$ cat src/sv/tlg_pkg.sv
`timescale 1ns / 1ps

package tlg_pkg;

	localparam int MAX_ROWS    = 256;
	localparam int MAX_COLUMNS = 256;
	localparam int CELL_TOTAL  = MAX_ROWS * MAX_COLUMNS;

	localparam int ADDR_W    = $clog2(CELL_TOTAL);
	localparam int ROW_W     = $clog2(MAX_ROWS);
	localparam int COL_W     = $clog2(MAX_COLUMNS);
	localparam int ROW_CNT_W = $clog2(MAX_ROWS + 1);
	localparam int COL_CNT_W = $clog2(MAX_COLUMNS + 1);
	localparam int SIZE_W    = (ROW_CNT_W > COL_CNT_W) ? ROW_CNT_W : COL_CNT_W;
	localparam int IDX_W     = (ROW_W > COL_W) ? ROW_W : COL_W;
	localparam int KCNT_W    = $clog2(MAX_COLUMNS + 2);
	localparam int PROD_W    = ROW_CNT_W + COL_CNT_W;

	localparam int CFG_W   = 9;
	localparam int COORD_W = 16;
	localparam int STEP_W  = $clog2(COORD_W);

	// neighbor count of up to eight cells
	localparam int NB_W        = 4;
	localparam int BIRTH_COUNT = 3;
	localparam int KEEP_LOW    = 2;
	localparam int KEEP_HIGH   = 3;

	typedef logic [ADDR_W-1:0] addr_t;
	typedef logic [ADDR_W:0]   span_t;

	localparam span_t CELL_END = span_t'(CELL_TOTAL);

	typedef enum logic [1:0] {
		MODE_SET,
		MODE_TOGGLE,
		MODE_ADVANCE,
		MODE_READ
	} mode_t;

	typedef enum logic {
		REG_ROW_COUNT,
		REG_COLUMN_COUNT
	} reg_idx_t;

	typedef enum logic [1:0] {
		PH_UP,
		PH_MID,
		PH_DN,
		PH_LAST
	} phase_t;

	typedef enum logic [3:0] {
		ST_CLEAR,
		ST_IDLE,
		ST_MODX,
		ST_MODY,
		ST_MUL_UP,
		ST_MUL_MID,
		ST_MUL_DN,
		ST_FETCH,
		ST_USED,
		ST_CLR_REST,
		ST_ADDR,
		ST_ADDR2,
		ST_RD,
		ST_RESP
	} state_t;

	typedef struct packed {
		addr_t rd_addr;
		logic  wr_en;
		logic  wr_next;
		addr_t wr_addr;
		logic  wr_data;
		logic  flip;
	} brd_cmd_t;

endpackage

$ cat src/sv/tlg_mod_unit.sv
`timescale 1ns / 1ps

module tlg_mod_unit import tlg_pkg::*; (
	input  logic               clk,
	input  logic               arst_n,
	input  logic               start,
	input  logic [COORD_W-1:0] dividend,
	input  logic [SIZE_W-1:0]  divisor,
	output logic               done,
	output logic [IDX_W-1:0]   result
);

	logic               run_q;
	logic               neg_q;
	logic               done_q;
	logic [COORD_W-1:0] mag_q;
	logic [SIZE_W-1:0]  rem_q;
	logic [SIZE_W-1:0]  div_q;
	logic [IDX_W-1:0]   res_q;
	logic [STEP_W-1:0]  cnt_q;

	logic [COORD_W-1:0] mag_in;
	logic [SIZE_W:0]    trial;
	logic [SIZE_W:0]    diff;
	logic [SIZE_W-1:0]  rem_nx;
	logic [SIZE_W-1:0]  rem_fin;

	assign mag_in = dividend[COORD_W-1] ? (~dividend + COORD_W'(1)) : dividend;

	// one restoring step per cycle, magnitude bits from the top
	always_comb begin
		trial  = {rem_q, mag_q[COORD_W-1]};
		diff   = trial - {1'b0, div_q};
		rem_nx = (trial >= {1'b0, div_q}) ? diff[SIZE_W-1:0] : trial[SIZE_W-1:0];
		// true modulo: a negative value with a nonzero remainder folds up
		rem_fin = (neg_q && rem_nx != '0) ? (div_q - rem_nx) : rem_nx;
	end

	always_ff @(posedge clk or negedge arst_n) begin
		if (!arst_n) begin
			run_q  <= 1'b0;
			neg_q  <= 1'b0;
			done_q <= 1'b0;
			mag_q  <= '0;
			rem_q  <= '0;
			div_q  <= '0;
			res_q  <= '0;
			cnt_q  <= '0;
		end else if (start) begin
			run_q  <= 1'b1;
			neg_q  <= dividend[COORD_W-1];
			done_q <= 1'b0;
			mag_q  <= mag_in;
			rem_q  <= '0;
			div_q  <= divisor;
			cnt_q  <= '0;
		end else if (run_q) begin
			rem_q <= rem_nx;
			mag_q <= {mag_q[COORD_W-2:0], 1'b0};
			cnt_q <= cnt_q + STEP_W'(1);
			if (cnt_q == STEP_W'(COORD_W - 1)) begin
				run_q  <= 1'b0;
				done_q <= 1'b1;
				res_q  <= rem_fin[IDX_W-1:0];
			end
		end else begin
			done_q <= 1'b0;
		end
	end

	assign done   = done_q;
	assign result = res_q;

endmodule

$ cat src/sv/tlg_seq.sv
`timescale 1ns / 1ps

module tlg_seq import tlg_pkg::*; (
	input  logic                 clk,
	input  logic                 arst_n,
	input  logic                 start,
	input  logic [1:0]           mode,
	input  logic [COORD_W-1:0]   x_coord,
	input  logic [COORD_W-1:0]   y_coord,
	input  logic                 new_value,
	input  logic [ROW_CNT_W-1:0] rows,
	input  logic [COL_CNT_W-1:0] cols,
	input  logic                 rd_data,
	output brd_cmd_t             cmd,
	output logic                 busy,
	output logic                 done,
	output logic                 cell_value
);

	state_t state_q, state_d;
	phase_t ph_q;
	mode_t  mode_q;

	logic               new_value_q;
	logic [COORD_W-1:0] y_raw_q;
	logic [COL_W-1:0]   xw_q;
	logic [ROW_W-1:0]   yw_q;
	logic [ROW_W-1:0]   ry_q;
	logic [COL_W-1:0]   fc_q;
	logic [KCNT_W-1:0]  kq_q;
	addr_t              base_up_q;
	addr_t              base_mid_q;
	addr_t              base_dn_q;
	addr_t              cell_addr_q;
	span_t              cq_q;
	logic               col_up_q;
	logic               col_mid_q;
	logic [2:0]         win_c_q;
	logic [2:0]         win_r_q;
	logic               done_q;
	logic               cell_value_q;

	logic                 mod_start;
	logic [COORD_W-1:0]   mod_dividend;
	logic [SIZE_W-1:0]    mod_divisor;
	logic                 mod_done;
	logic [IDX_W-1:0]     mod_result;

	logic [ROW_CNT_W-1:0] mul_a;
	logic [PROD_W-1:0]    prod;

	logic [ROW_CNT_W-1:0] rows_m1_w;
	logic [COL_CNT_W-1:0] cols_m1_w;
	logic [ROW_W-1:0]     rows_m1;
	logic [COL_W-1:0]     cols_m1;
	logic [ROW_W-1:0]     ym1;
	logic [ROW_W-1:0]     yp1;
	logic                 last_row;
	logic                 row_end;
	logic [KCNT_W-1:0]    xk;
	logic [2:0]           new_col;
	logic [NB_W-1:0]      live;
	logic                 self_bit;
	logic                 next_cell;
	logic                 resp_val;
	logic                 edits;

	tlg_mod_unit u_mod (
		.clk      (clk),
		.arst_n   (arst_n),
		.start    (mod_start),
		.dividend (mod_dividend),
		.divisor  (mod_divisor),
		.done     (mod_done),
		.result   (mod_result)
	);

	// shared multiplier: row bases, used area and the addressed cell
	assign prod = mul_a * cols;

	always_comb begin
		rows_m1_w = rows - ROW_CNT_W'(1);
		cols_m1_w = cols - COL_CNT_W'(1);
		rows_m1   = rows_m1_w[ROW_W-1:0];
		cols_m1   = cols_m1_w[COL_W-1:0];
		last_row  = (ry_q == rows_m1);
		ym1       = (ry_q == '0) ? rows_m1 : ry_q - ROW_W'(1);
		yp1       = last_row ? '0 : ry_q + ROW_W'(1);
		row_end   = (kq_q == KCNT_W'(cols) + KCNT_W'(1));
		xk        = kq_q - KCNT_W'(2);
	end

	// window: left column is win_c_q, center win_r_q, right the column just read
	always_comb begin
		new_col  = {rd_data, col_mid_q, col_up_q};
		self_bit = win_r_q[1];
		live = NB_W'(win_c_q[0]) + NB_W'(win_c_q[1]) + NB_W'(win_c_q[2])
		     + NB_W'(win_r_q[0]) + NB_W'(win_r_q[2])
		     + NB_W'(new_col[0]) + NB_W'(new_col[1]) + NB_W'(new_col[2]);
		if (self_bit) begin
			next_cell = (live >= NB_W'(KEEP_LOW)) && (live <= NB_W'(KEEP_HIGH));
		end else begin
			next_cell = (live == NB_W'(BIRTH_COUNT));
		end
	end

	always_comb begin
		edits = (mode_q == MODE_SET) || (mode_q == MODE_TOGGLE);
		case (mode_q)
			MODE_SET:    resp_val = new_value_q;
			MODE_TOGGLE: resp_val = ~rd_data;
			default:     resp_val = rd_data;
		endcase
	end

	always_comb begin
		state_d = state_q;
		case (state_q)
			ST_CLEAR: begin
				if (cq_q == CELL_END) state_d = ST_IDLE;
			end
			ST_IDLE: begin
				if (start) state_d = ST_MODX;
			end
			ST_MODX: begin
				if (mod_done) state_d = ST_MODY;
			end
			ST_MODY: begin
				if (mod_done) state_d = (mode_q == MODE_ADVANCE) ? ST_MUL_UP : ST_ADDR;
			end
			ST_MUL_UP:  state_d = ST_MUL_MID;
			ST_MUL_MID: state_d = ST_MUL_DN;
			ST_MUL_DN:  state_d = ST_FETCH;
			ST_FETCH: begin
				if (ph_q == PH_LAST && row_end) state_d = last_row ? ST_USED : ST_MUL_UP;
			end
			ST_USED: state_d = ST_CLR_REST;
			ST_CLR_REST: begin
				if (cq_q == CELL_END) state_d = ST_ADDR;
			end
			ST_ADDR:  state_d = ST_ADDR2;
			ST_ADDR2: state_d = ST_RD;
			ST_RD:    state_d = ST_RESP;
			ST_RESP:  state_d = ST_IDLE;
			default:  state_d = ST_CLEAR;
		endcase
	end

	always_comb begin
		cmd          = '0;
		cmd.rd_addr  = cell_addr_q;
		mul_a        = '0;
		mod_start    = 1'b0;
		mod_dividend = x_coord;
		mod_divisor  = SIZE_W'(cols);
		busy         = (state_q != ST_IDLE);
		case (state_q)
			ST_CLEAR: begin
				cmd.wr_en   = (cq_q != CELL_END);
				cmd.wr_next = 1'b0;
				cmd.wr_addr = cq_q[ADDR_W-1:0];
			end
			ST_IDLE: begin
				mod_start = start;
			end
			ST_MODX: begin
				mod_start    = mod_done;
				mod_dividend = y_raw_q;
				mod_divisor  = SIZE_W'(rows);
			end
			ST_MUL_UP:  mul_a = ROW_CNT_W'(ym1);
			ST_MUL_MID: mul_a = ROW_CNT_W'(ry_q);
			ST_MUL_DN:  mul_a = ROW_CNT_W'(yp1);
			ST_FETCH: begin
				case (ph_q)
					PH_UP:   cmd.rd_addr = base_up_q + ADDR_W'(fc_q);
					PH_MID:  cmd.rd_addr = base_mid_q + ADDR_W'(fc_q);
					PH_DN:   cmd.rd_addr = base_dn_q + ADDR_W'(fc_q);
					default: cmd.rd_addr = cell_addr_q;
				endcase
				// the first two column steps of a row only fill the window
				if (ph_q == PH_LAST && kq_q >= KCNT_W'(2)) begin
					cmd.wr_en   = 1'b1;
					cmd.wr_next = 1'b1;
					cmd.wr_addr = base_mid_q + ADDR_W'(xk[COL_W-1:0]);
					cmd.wr_data = next_cell;
				end
			end
			ST_USED: mul_a = rows;
			ST_CLR_REST: begin
				cmd.wr_en   = (cq_q != CELL_END);
				cmd.wr_next = 1'b1;
				cmd.wr_addr = cq_q[ADDR_W-1:0];
				cmd.flip    = (cq_q == CELL_END);
			end
			ST_ADDR: mul_a = ROW_CNT_W'(yw_q);
			ST_RD:   cmd.rd_addr = cell_addr_q;
			ST_RESP: begin
				cmd.wr_en   = edits;
				cmd.wr_next = 1'b0;
				cmd.wr_addr = cell_addr_q;
				cmd.wr_data = resp_val;
			end
			default: begin
				busy = 1'b1;
			end
		endcase
	end

	always_ff @(posedge clk or negedge arst_n) begin
		if (!arst_n) begin
			state_q      <= ST_CLEAR;
			ph_q         <= PH_UP;
			mode_q       <= MODE_READ;
			new_value_q  <= 1'b0;
			y_raw_q      <= '0;
			xw_q         <= '0;
			yw_q         <= '0;
			ry_q         <= '0;
			fc_q         <= '0;
			kq_q         <= '0;
			base_up_q    <= '0;
			base_mid_q   <= '0;
			base_dn_q    <= '0;
			cell_addr_q  <= '0;
			cq_q         <= '0;
			col_up_q     <= 1'b0;
			col_mid_q    <= 1'b0;
			win_c_q      <= '0;
			win_r_q      <= '0;
			done_q       <= 1'b0;
			cell_value_q <= 1'b0;
		end else begin
			state_q <= state_d;
			done_q  <= 1'b0;
			case (state_q)
				ST_CLEAR: begin
					if (cq_q != CELL_END) cq_q <= cq_q + span_t'(1);
				end
				ST_IDLE: begin
					if (start) begin
						mode_q      <= mode_t'(mode);
						new_value_q <= new_value;
						y_raw_q     <= y_coord;
					end
				end
				ST_MODX: begin
					if (mod_done) xw_q <= mod_result[COL_W-1:0];
				end
				ST_MODY: begin
					if (mod_done) begin
						yw_q <= mod_result[ROW_W-1:0];
						ry_q <= '0;
					end
				end
				ST_MUL_UP:  base_up_q  <= prod[ADDR_W-1:0];
				ST_MUL_MID: base_mid_q <= prod[ADDR_W-1:0];
				ST_MUL_DN: begin
					base_dn_q <= prod[ADDR_W-1:0];
					fc_q      <= cols_m1;
					kq_q      <= '0;
					ph_q      <= PH_UP;
				end
				ST_FETCH: begin
					case (ph_q)
						PH_UP:  ph_q <= PH_MID;
						PH_MID: begin
							col_up_q <= rd_data;
							ph_q     <= PH_DN;
						end
						PH_DN: begin
							col_mid_q <= rd_data;
							ph_q      <= PH_LAST;
						end
						default: begin
							win_c_q <= win_r_q;
							win_r_q <= new_col;
							ph_q    <= PH_UP;
							if (row_end) begin
								ry_q <= yp1;
							end else begin
								kq_q <= kq_q + KCNT_W'(1);
								fc_q <= (fc_q == cols_m1) ? '0 : fc_q + COL_W'(1);
							end
						end
					endcase
				end
				ST_USED: cq_q <= prod[ADDR_W:0];
				ST_CLR_REST: begin
					if (cq_q != CELL_END) cq_q <= cq_q + span_t'(1);
				end
				ST_ADDR:  base_mid_q  <= prod[ADDR_W-1:0];
				ST_ADDR2: cell_addr_q <= base_mid_q + ADDR_W'(xw_q);
				ST_RESP: begin
					done_q       <= 1'b1;
					cell_value_q <= resp_val;
				end
				default: begin
					cq_q <= cq_q;
				end
			endcase
		end
	end

	assign done       = done_q;
	assign cell_value = cell_value_q;

endmodule

$ cat config.mk
export PLATFORM = sky130hd
export DESIGN_NAME = tlg_seq
export DESIGN_NICKNAME = d
export VERILOG_FILES = /design/src/sv/tlg_pkg.sv /design/src/sv/tlg_mod_unit.sv /design/src/sv/tlg_seq.sv
export SDC_FILE = /design/constraint.sdc
export NUM_CORES = 1
export LEC_CHECK = 0
export ABC_AREA = 0
export BUFFER_PORTS_ARGS = -buffer_cell sky130_fd_sc_hd__buf_2
export CAP_MARGIN = 40
export CORE_MARGIN = 10
export CORE_UTILIZATION = 61
export DETAILED_ROUTE_END_ITERATION = 6
export PLACE_DENSITY = 0.8
export SKIP_CTS_REPAIR_TIMING = 1
export SYNTH_ARGS = -nofsm -noshare
export SYNTH_HDL_FRONTEND = slang
export SYNTH_SLANG_ARGS = --single-unit
$ cat constraint.sdc
create_clock -name clk -period 7.1 [get_ports clk]
set_clock_uncertainty 0.2 [all_clocks]
set_input_delay 1.065 -clock clk [delete_from_list [all_inputs] [get_ports clk]]
set_output_delay 1.065 -clock clk [all_outputs]
set_load 0.1 [all_outputs]
---- After elaboration in Yosys (flattened, before gate mapping) ----
Index checks and enable logic that the tools add are counted.
Widths: inputs -> output; s select.
word-level totals
  register bits ........................... 206
  bits of input ports ..................... 57
  output and inout bits ................... 39
cells by class
  $add $sub $neg .......................... 25
  $mul .................................... 1
  $lt $le $gt $ge ......................... 4
  equal/unequal tests ..................... 37
  mux-type cells .......................... 55
  bitwise operators ....................... 4
  reductions and logical operators ........ 29
operators by type and width
  kind                   count
  $add 16x8->16          5
  $mux 16                5
  $mux 8                 9
  $pmux 18 s4            1
  $pmux 4 s14            1
  $mux 9                 6
  $pmux 16 s3            1
  $pmux 9 s5             1
  $mux 4                 10
  $pmux 17 s2            1
  $pmux 8 s2             2
  $eq 4x4->1 const B     7
  $sub 8x1->8 const B    3
  $mux 19                1
  $add 9x1->9 const B    2
  $pmux 9 s2             1
  $add 17x1->17 const B  1
  $eq 17x17->1 const B   1
  $mul 9x9->17           1
  $mux 17                1
  $ne 17x17->1 const B   1
  $add 16x1->16 const B  1
  $add 4x1->4            4
  $add 8x1->8 const B    2
  42 further kinds       87

---- Depth between registers and ports, before layout ----
Gate-level depths: netlist (run 1).
  depth in word-level cells ............... 12
  gate-level depth with buffers ........... 30
  depth with buffers taken out ............ 29

---- By module ----
A second synthesis (run 1) with hierarchy kept.
unflattened totals
  cell total of the unflattened synthesis .. 1922
  area, all modules ....................... 16867.4 um^2
by module, submodules not included
  module        times used  cells an instance  area each (um^2)
  tlg_seq       1           1545               13409.1
  tlg_mod_unit  1           377                3458.3

---- Worst setup path before layout (run 1) ----
No wires, ideal clock.
  kind .................................... input port to output port
  start ................................... input port rd_data
  end ..................................... output port cmd[1] in the netlist's numbering
  arrival time ............................ 6575 ps
  data required time ...................... 5835 ps
  path slack .............................. -740 ps
  cell stages on the path ................. 11
  buffers on the path ..................... 0
  cells stage by stage .................... fa_1 -> inv_1 -> fa_1 -> fa_1 -> inv_1 -> ha_1 -> inv_1 -> fa_1 -> a2111oi_0 -> a21oi_1 -> o41ai_1
RTL lines
  item         RTL line       source
  from (decl)  tlg_seq.sv:13  input logic rd_data,
  to (decl)    tlg_seq.sv:14  output brd_cmd_t cmd,

---- Final worst setup path (run 1) ----
  start ................................... input port rows[0]
  end ..................................... register base_mid_q[15]
on the way
  cells in the longest elaborated chain, start to end .. 5
  elaborated cells between the ends (all ways) .. 6
RTL lines
  item                  RTL line        source
  from (decl)           tlg_seq.sv:11   input logic [ROW_CNT_W-1:0] rows,
  $sub 8x1->8           tlg_seq.sv:82   rows_m1_w = rows - ROW_CNT_W'(1);
  $eq 8x8->1            tlg_seq.sv:86   last_row = (ry_q == rows_m1);
  $mux 8                tlg_seq.sv:88   yp1 = last_row ? '0 : ry_q + ROW_W'(1);
  $pmux 9 s5 *          tlg_seq.sv:157  case (state_q)
  $mul 9x9->17 *        tlg_seq.sv:79   assign prod = mul_a * cols;
  to (signal assigned)  tlg_seq.sv:257  ST_MUL_MID: base_mid_q <= prod[ADDR_W-1:0];
  to (signal assigned)  tlg_seq.sv:292  ST_ADDR: base_mid_q <= prod[ADDR_W-1:0];
  to (decl)             tlg_seq.sv:32   addr_t base_mid_q;
Every way passes the cells marked *; elsewhere a longest branch is shown, timed or not.
A chain may end at the register's enable or synchronous reset.

==> results of run 1 <==
==> cell families after synthesis <==
family / synth area share, %
buffers and inverters: 5.94
xor gates and xnor gates: 7.88
DFF: 31.3
adders and majority gates: 14.5
AOI/OAI and AO/OA: 16.0
muxes: 6.44
and+or+nand+nor: 17.9
==> power groups by stage <==
stage	Clock [mW]	Combinational, mW	Sequential [mW]
finish	1.20	5.16	2.21
global route	1.25	5.71	2.26
CTS	1.21	5.13	2.18
detailed placement	0	5.08	2.20
global placement	0	4.89	2.17
floorplan	0	4.09	1.94
==> stage by stage <==
step	hold WS [ns]	setup WS, ns
floorplan	0.245	0.127
global route	0.235	-0.00286
global placement	0.256	-0.0189
detailed placement	0.262	-0.206
CTS	0.224	0.327
finish	0.224	0.400
==> path summary, 6_finish.rpt <==
| kind | startpoint | end |
|---|---|---|
| min in group clk | cell_value$_DFFE_PN0P_ | cell_value$_DFFE_PN0P_ |
| max reg2reg | ry_q[4]$_DFFE_PN0P_ | base_mid_q[15]$_DFFE_PN0P_ |
| min | arst_n | cell_addr_q[5]$_DFFE_PN0P_ |
| max | rows[0] | base_mid_q[15]$_DFFE_PN0P_ |
| max in group asynchronous | arst_n | ry_q[7]$_DFFE_PN0P_ |
| min reg2reg | cell_value$_DFFE_PN0P_ | cell_value$_DFFE_PN0P_ |
==> routing by layer <==
| metal | up-vias | share of wire [%] | global-route usage, % |
|---|---|---|---|
| met4 | 0 | 3.0 | 7.51 |
| met3 | 104 | 8.7 | 3.82 |
| met5 | - | 0 | 0 |
| met1 | 6842 | 41 | 34.6 |
| met2 | 601 | 48 | 44.4 |
| li1 | 6620 | - | - |
==> final cells by class <==
cell class,count,area (um^2),area share (%)
flip-flops and latches,206,5160,28.3
inverters,143,537,2.94
clock inverters,9,98.8,0.542
multi-input cells,1439,10400,57.1
repair buffers,150,952,5.22
well taps,341,427,2.34
clock buffers,31,646,3.54
==> flip-flops by register name, indices dropped and copies added, names as in the netlist, 4 cells and up <==
name	cells
u_mod.result	8
fc_q	8
cq_q	17
base_up_q	16
ry_q	8
cell_addr_q	16
state_q	4
y_raw_q	16
base_mid_q	16
base_dn_q	16
u_mod.cnt_q	4
u_mod.rem_q	9
xw_q	8
u_mod.div_q	9
yw_q	8
u_mod.mag_q	16
kq_q	9
==> placed cells by master, fill, tap and decap left out, types with 5 or more instances in the layout <==
cell and instances:
nand4_1 13, buf_4 51, or4_1 5, xnor2_1 76, xor2_1 62, and3_1 29, ha_1 98, nand2_1 277
a21oi_1 82, nor2_1 109, a22oi_1 26, inv_1 140, nand3_1 39, a31oi_1 12, nor2b_1 11, buf_2 94
a222oi_1 10, o21ai_0 71, and2_1 46, clkinv_2 6, a21boi_1 8, a211oi_1 13, nor3_1 20, clkbuf_8 5
clkbuf_16 23, a22o_1 6, mux2i_1 51, mux2_2 44, fa_1 58, nand2b_1 16, dfrtp_1 204, o22ai_1 8
a21o_1 16, nor4_1 8, o31ai_1 8, o21ai_1 106, or3_1 10
==> worst max-delay path: stages <==
cell and delay, ns:
buf_2 0.11, inv_1 0.05, ha_1 0.15, or3b_4 0.42, nor3_4 0.14, xnor3_1 0.23
and4_4 0.19, nand2b_4 0.19, buf_4 0.17, o221ai_2 0.23, nand2_1 0.13, fa_1 0.52
inv_1 0.06, fa_1 0.52, inv_1 0.05, fa_1 0.46, fa_1 0.54, inv_1 0.04
ha_1 0.32, a21oi_1 0.19, o21bai_1 0.11, a21oi_2 0.17, o21ai_1 0.12, o41ai_2 0.25
xor2_1 0.31, o21ai_1 0.12
==> impl_metrics.env, run 1 <==
export IMPL_status="finished, violations left"
export IMPL_violations="design-rule violations"
export IMPL_synth_top_cell_area_share_pct=30.9
export IMPL_synth_edf_count=0
export IMPL_fillCellCount=2120
export IMPL_firstDrtPassIters=7
export IMPL_synth_cells=1894
export IMPL_fin_nets=2176
export IMPL_syn_to_final_growth_pct=10.5
export IMPL_intPower_mw=4.32
export IMPL_hold_violations=0
export IMPL_cp_data_arrival_time_ns=6.88
export IMPL_switchingPower_mw=4.24
export IMPL_layout_drive_gt1_share_pct=14.0
export IMPL_cp_required_ns=7.28
export IMPL_hpwl_mm=34.0
export IMPL_fin_crit_sh_pct=94.4
export IMPL_slew_headroom_pct=42.2
export IMPL_worstPathMaxFanout=8
export IMPL_critical_path_class="input port to flop"
export IMPL_placedInstanceArea_mm2=0.0175
export IMPL_ys_async_sr_fraction_pct=100
export IMPL_grt_pass1_wl_mm=73.0
export IMPL_ys_flop_type="dfrtp_1"
export IMPL_end_kind="flop"
export IMPL_swShare_pct=49.6
export IMPL_root_buffer="clkbuf_16"
export IMPL_slew_violations=0
export IMPL_instances_no_fill=2319
export IMPL_clk_latency_ns=0.52
export IMPL_synth_cell_type_count=91
export IMPL_clkTransAtPathRegs_ns=0.06
export IMPL_synth_seq_cells=206
export IMPL_synthMostInstantiatedCell="nand2_1"
export IMPL_core_area_mm2=0.0268
export IMPL_drc_errors=22
export IMPL_fin_tns_setup_ns=0
export IMPL_setup_violations=0
export IMPL_synthTopCellsByArea="dfrtp_1, ha_1, fa_1, nand2_1, xnor2_1"
export IMPL_synthesis_area_per_instance_um2=8.71
export IMPL_ant_nets=0
export IMPL_period_minus_slack_ns=6.70
export IMPL_initialDrtViolationCount=1394
export IMPL_synth_fp_nets=2107
export IMPL_utilization_pct=68.0
export IMPL_grt_pass1_vias=13900
export IMPL_htree_levels=1
export IMPL_placed_cells=2278
export IMPL_pin_count=96
export IMPL_start_kind="input port"
export IMPL_io_buffers=95
export IMPL_grt_usage_pct=26.4
export IMPL_cts_sinks=206
export IMPL_cts_tree="yes"
export IMPL_power_density_mw_per_mm2=470
export IMPL_via_per_inst=6.11
export IMPL_synth_common_cells="nand2_1, dfrtp_1, inv_1"
export IMPL_diodes=0
export IMPL_grt_max_degree=108
export IMPL_grt_overflow=0
export IMPL_antenna_found_initial=0
export IMPL_clkPwrFrac_pct=14.0
export IMPL_combPwrFrac_pct=60.3
export IMPL_power_leakage_nw=8.76
export IMPL_start_util_pct=61.6
export IMPL_r2r_cells=22
export IMPL_hold_path_class="input port to asynchronous set/reset pin"
export IMPL_total_power_mw=8.56
export IMPL_die_x_um=184
export IMPL_numCtsBuffers=23
export IMPL_r2r_slack_ns=0.70
export IMPL_gp_congestion=0.932
export IMPL_yosys_warnings=0
export IMPL_vdd_ir_drop_worst_v=0.000465
export IMPL_row_count=60
export IMPL_totalWireLength_mm=45.0
export IMPL_cts_buffer_depth=3
export IMPL_netlist_area_mm2=0.0165
export IMPL_wl_per_cell_um=19.4
export IMPL_p_seq_share_pct=25.8
export IMPL_synth_top_area_cell="dfrtp_1"
export IMPL_max_freq_ghz=0.149
export IMPL_final_area_mm2=0.0182
export IMPL_drv_cap=0
export IMPL_fp_dieH_um=184
export IMPL_max_slew_worst_pin_slew_ns=0.862
export IMPL_die_area_mm2=0.0340
export IMPL_vias=14200
export IMPL_ys_seq_area_share_pct=31.3
Note: power is estimated with default switching activity, not from simulation.
==> run 2, diff against run 1 <==
--- a/config.mk
+++ b/config.mk
@@ -9,9 +9,9 @@
 export BUFFER_PORTS_ARGS = -buffer_cell sky130_fd_sc_hd__buf_2
 export CAP_MARGIN = 40
 export CORE_MARGIN = 10
-export CORE_UTILIZATION = 61
+export CORE_UTILIZATION = 57
 export DETAILED_ROUTE_END_ITERATION = 6
-export PLACE_DENSITY = 0.8
+export PLACE_DENSITY = 0.78
 export SKIP_CTS_REPAIR_TIMING = 1
 export SYNTH_ARGS = -nofsm -noshare
 export SYNTH_HDL_FRONTEND = slang
==> constraint.sdc (replaced) <==
create_clock -name clk -period 5.5 [get_ports clk]
set_clock_uncertainty 0.2 [all_clocks]
set_input_delay 0.825 -clock clk [delete_from_list [all_inputs] [get_ports clk]]
set_output_delay 0.825 -clock clk [all_outputs]
set_load 0.1 [all_outputs]
==> run 2 against run 1 <==
Compared with the run above:
- the run ends with negative setup slack left
- core utilization increased by 0.28 points
- global-route usage decreased by 0.80 points
- critical endpoint is now base_dn_q[15]$_DFFE_PN0P_
- sequential share of layout area decreased by 1.9 points
- largest power group unchanged
- setup slack got worse by 1.3 ns
- wire length increased by 4.4%
==> impl_metrics.env, run 2 (synthesis gave the netlist of run 1 again) <==
export IMPL_cts_sinks=206
export IMPL_total_power_mw=11.5
export IMPL_wl_per_cell_um=19.0
export IMPL_slew_violations=0
export IMPL_violations="negative setup slack"
export IMPL_power_leakage_nw=9.37
export IMPL_whs_ns=0.185
export IMPL_hold_path_class="input port to asynchronous set/reset pin"
export IMPL_fp_dieH_um=190
export IMPL_end_kind="flop"
export IMPL_antenna_found_initial=3
export IMPL_via_per_inst=5.94
export IMPL_start_kind="input port"
export IMPL_cts_tree="yes"
export IMPL_grt_pass1_vias=14800
export IMPL_critical_path_class="input port to flop"
export IMPL_setup_violations=41
export IMPL_grt_max_degree=106
export IMPL_final_common_cell="nand2_1"
export IMPL_row_count=62
export IMPL_r2r_slack_ns=-0.67
export IMPL_largest_register_ffs=17
export IMPL_vdd_ir_drop_worst_v=0.000718
export IMPL_initialDrtViolationCount=1428
export IMPL_max_stage_delay_ns=0.53
export IMPL_core_area_mm2=0.0286
export IMPL_top_register="cq_q"
export IMPL_period_minus_slack_ns=6.35
export IMPL_cp_common_cell="fa_1"
export IMPL_hpwl_mm=35.7
export IMPL_start_util_pct=57.6
export IMPL_totalWireLength_mm=47.0
export IMPL_r2r_cells=22
export IMPL_syn_to_final_growth_pct=18.5
export IMPL_layout_common_cells="nand2_1, dfrtp_1, buf_4"
export IMPL_fin_crit_sh_pct=115
export IMPL_grt_overflow=0
export IMPL_cp_data_arrival_time_ns=6.54
export IMPL_clkTransAtPathRegs_ns=0.06
export IMPL_numCtsBuffers=24
export IMPL_htree_levels=1
export IMPL_worst_slack_ns=-0.852
export IMPL_drc_errors=0
export IMPL_grt_usage_pct=25.6
export IMPL_grt_pass1_wl_mm=76.5
export IMPL_max_freq_ghz=0.157
export IMPL_pin_count=96
export IMPL_fin_nets=2279
export IMPL_place_ws_ns=-1.46
export IMPL_rsz0062_at_grt="true"
export IMPL_power_density_mw_per_mm2=589
export IMPL_worst_path_dominant_cell_family="adder cells"
export IMPL_io_buffers=95
export IMPL_slew_headroom_pct=42.4
export IMPL_crit_path_top_delay_cell="fa_1"
export IMPL_max_slew_worst_pin_slew_ns=0.864
export IMPL_cp_required_ns=5.68
export IMPL_status="finished, violations left"
export IMPL_gp_congestion=0.920
export IMPL_timing_rr_start="ry_q[1]$_DFFE_PN0P_"
export IMPL_r2r_end="base_dn_q[14]$_DFFE_PN0P_"
export IMPL_cts_buffer_depth=3
export IMPL_layout_drive_gt1_share_pct=21.4
export IMPL_vias=14700
export IMPL_drv_cap=0
export IMPL_ant_nets=0
export IMPL_cp_num_buf_inv=5
export IMPL_firstDrtPassIters=6
export IMPL_die_area_mm2=0.0362
export IMPL_root_buffer="clkbuf_16"
export IMPL_worstPathMaxFanout=8
export IMPL_hold_violations=0
export IMPL_die_x_um=190
export IMPL_clk_latency_ns=0.53
==> run 2: how the worst max path moves through the flow <==
stage / startpoint / endpoint / slack, ns / cells past startpoint
floorplan: rows[1] / cq_q[15]$_DFFE_PN0P_ / -1.00 / 27
global placement: rows[1] / base_mid_q[15]$_DFFE_PN0P_ / -1.35 / 26
detailed placement: rows[1] / base_dn_q[15]$_DFFE_PN0P_ / -1.46 / 27
CTS: rows[1] / base_dn_q[15]$_DFFE_PN0P_ / -0.94 / 27
global route: rows[1] / cq_q[15]$_DFFE_PN0P_ / -1.15 / 26
finish: rows[1] / base_dn_q[15]$_DFFE_PN0P_ / -0.85 / 26
==> run 2: area by class of cell <==
class                           instances  area, um^2
Fill cell                            2249        9080
Sequential cell                       206        5160
Tap cell                              384         480
Timing Repair Buffer                  251        1770
Antenna cell                            1        2.50
Inverter                              143         554
Multi-Input combinational cell       1440       10800
Clock inverter                         13         173
Clock buffer                           31         647
==> run 2: through the flow <==
stage	instance area, um^2	instances	setup TNS [ns]	util [%]
global route	19500	2468	-33.81	68.3
CTS	19200	2453	-25.59	66.9
floorplan	16700	1894	-26.47	-
detailed placement	18300	2409	-49.59	64.0
finish	19500	2469	-23.49	68.3
global placement	18300	2404	-44.89	63.8
==> run 2: worst register-to-register path: cells and delay by family, from the launching register on <==
kind,cells,cell delay [ns]
xor+xnor,1,0.27
fa+ha+maj,6,2.43
simple gates,4,0.77
flops,1,0.42
buf+inv,5,0.55
compound gates,6,1.41
==> run 2: report_power, final <==
group / internal [mW] / switching, mW
sequential: 2.13 / 0.707
clock: 0.982 / 0.677
combinational: 2.77 / 4.26
total: 5.88 / 5.64
==> run 2: metal layers <==
metal | share of wire, % | wire length, um | vias to the layer above | track usage, %
met5 | 0.040 | 19 | - | 0
li1 | - | - | 6848 | -
met4 | 3.9 | 1820 | 4 | 10.1
met2 | 49 | 22900 | 495 | 42.6
met3 | 6.6 | 3080 | 120 | 4.05
met1 | 41 | 19100 | 7191 | 32.8
==> run 3, diff against run 2 <==
--- a/config.mk
+++ b/config.mk
@@ -9,9 +9,9 @@
 export BUFFER_PORTS_ARGS = -buffer_cell sky130_fd_sc_hd__buf_2
 export CAP_MARGIN = 40
 export CORE_MARGIN = 10
-export CORE_UTILIZATION = 57
+export CORE_UTILIZATION = 55
 export DETAILED_ROUTE_END_ITERATION = 6
-export PLACE_DENSITY = 0.78
+export PLACE_DENSITY = 0.76
 export SKIP_CTS_REPAIR_TIMING = 1
 export SYNTH_ARGS = -nofsm -noshare
 export SYNTH_HDL_FRONTEND = slang
==> run 3 against run 2 <==
Compared with the run above:
- the flow still finishes with violations (negative setup slack)
- hold slack got worse by 0.18 ns
- global-route usage fell by 1.8 points
- combinational power barely moved
- register-to-register slack improved by 0.21 ns
- count of clock-buffer cells in the layout rose by 1
- first-iteration DRC count rose by 6.8%
- wire length fell by 0.54%
- total power rose by 0.14%
- sequential power barely moved
==> impl_metrics.env, run 3 (synthesis gave the netlist of run 1 again) <==
export IMPL_start_util_pct=55.7
export IMPL_top_register="cq_q"
export IMPL_fin_nets=2276
export IMPL_cts_sinks=206
export IMPL_grt_pass1_wl_mm=75.3
export IMPL_totalWireLength_mm=46.7
export IMPL_status="finished, violations left"
export IMPL_worst_slack_ns=-0.779
export IMPL_place_ws_ns=-1.47
export IMPL_die_x_um=193
export IMPL_antenna_found_initial=4
export IMPL_period_minus_slack_ns=6.28
export IMPL_max_slew_worst_pin_slew_ns=0.847
export IMPL_htree_levels=1
export IMPL_largest_register_ffs=17
export IMPL_fp_dieH_um=193
export IMPL_grt_pass1_vias=14400
export IMPL_total_power_mw=11.5
export IMPL_max_freq_ghz=0.159
export IMPL_fillCellCount=2337
export IMPL_fin_tns_setup_ns=-21.65
export IMPL_fin_crit_sh_pct=114
export IMPL_via_per_inst=5.87
export IMPL_critical_path_class="input port to flop"
export IMPL_worstPathMaxFanout=8
export IMPL_grt_overflow=0
export IMPL_rsz0062_at_grt="true"
export IMPL_placedInstanceArea_mm2=0.0183
export IMPL_drc_errors=0
export IMPL_grt_usage_pct=23.8
export IMPL_clkTransAtPathRegs_ns=0.06
export IMPL_cts_tree="yes"
export IMPL_vdd_ir_drop_worst_v=0.000710
export IMPL_wl_per_cell_um=18.9
export IMPL_core_area_mm2=0.0296
export IMPL_vias=14500
export IMPL_hold_violations=0
export IMPL_ant_nets=0
export IMPL_violations="negative setup slack"
export IMPL_pin_count=96
export IMPL_cts_buffer_depth=3
export IMPL_power_leakage_nw=9.36
export IMPL_slew_violations=0
export IMPL_root_buffer="clkbuf_16"
export IMPL_crit_path_top_delay_cell="fa_1"
export IMPL_clk_latency_ns=0.53
export IMPL_start_kind="input port"
export IMPL_max_stage_delay_ns=0.53
export IMPL_end_kind="flop"
export IMPL_final_area_mm2=0.0196
export IMPL_final_common_cell="nand2_1"
export IMPL_setup_violations=40
export IMPL_cp_data_arrival_time_ns=6.48
export IMPL_layout_common_cells="nand2_1, dfrtp_1, buf_4"
export IMPL_power_density_mw_per_mm2=588
export IMPL_layout_drive_gt1_share_pct=21.8
export IMPL_io_buffers=95
export IMPL_die_area_mm2=0.0373
export IMPL_utilization_pct=66.2
export IMPL_syn_to_final_growth_pct=19.0
export IMPL_slew_headroom_pct=43.3
export IMPL_numCtsBuffers=25
export IMPL_grt_max_degree=88
export IMPL_initialDrtViolationCount=1525
export IMPL_hold_path_class="input port to asynchronous set/reset pin"
export IMPL_drv_cap=0
export IMPL_firstDrtPassIters=6
export IMPL_gp_congestion=0.944
export IMPL_hpwl_mm=35.7
export IMPL_cp_required_ns=5.70
export IMPL_row_count=63
-- run 3: routing by layer --
layer / track usage [%] / routed length [um] / vias to the layer above
met5: 0 / 35 / -
met4: 8.53 / 1730 / 6
met3: 3.53 / 2760 / 106
met2: 40.1 / 22700 / 482
met1: 30.4 / 19600 / 7087
li1: - / - / 6836
-- run 3: where the power goes --
| part | switching, mW | internal, mW |
|---|---|---|
| Sequential | 0.692 | 2.13 |
| Clock | 0.685 | 1.01 |
| Combinational | 4.26 | 2.76 |
-- run 3: path summary, 6_finish.rpt --
check,depth (start not counted),slack (ns),start,end
max in group asynchronous,3,3.80,arst_n,fc_q[6]$_DFFE_PN0P_
max,27,-0.78,rows[1],cq_q[15]$_DFFE_PN0P_
min,1,0.002,arst_n,done$_DFF_PN0_
min in group clk,2,0.27,cell_value$_DFFE_PN0P_,cell_value$_DFFE_PN0P_
max reg2reg,25,-0.46,state_q[1]$_DFFE_PN0P_,cq_q[15]$_DFFE_PN0P_
min reg2reg,2,0.27,cell_value$_DFFE_PN0P_,cell_value$_DFFE_PN0P_
-- run 3: critical path, delay by kind of cell --
| kind | cells | cell delay [ns] |
|---|---|---|
| AO/OA/AOI/OAI | 9 | 1.65 |
| XOR/XNOR | 2 | 0.53 |
| adder cells (fa/ha/maj) | 6 | 2.14 |
| buffers and inverters | 5 | 0.28 |
| AND/OR/NAND/NOR | 5 | 1.03 |
-- run 3: area by class of cell --
class	instances	area, um^2	area share (%)
Tap cell	390	488	2.49
Antenna cell	1	2.50	0.0128
Clock buffer	32	712	3.63
Inverter	143	557	2.84
Sequential cell	206	5160	26.3
Timing Repair Buffer	248	1750	8.91
Clock inverter	13	140	0.714
Multi-Input combinational cell	1439	10800	55.1
-- run 3: metrics by stage --
| step | std cells | hold WS (ns) |
|---|---|---|
| finish | 2472 | 0.00178 |
| global route | 2472 | 0.0306 |
| CTS | 2455 | 0.0191 |
| detailed placement | 2410 | 0.265 |
| global placement | 2405 | 0.257 |
| floorplan | 1894 | 0.245 |
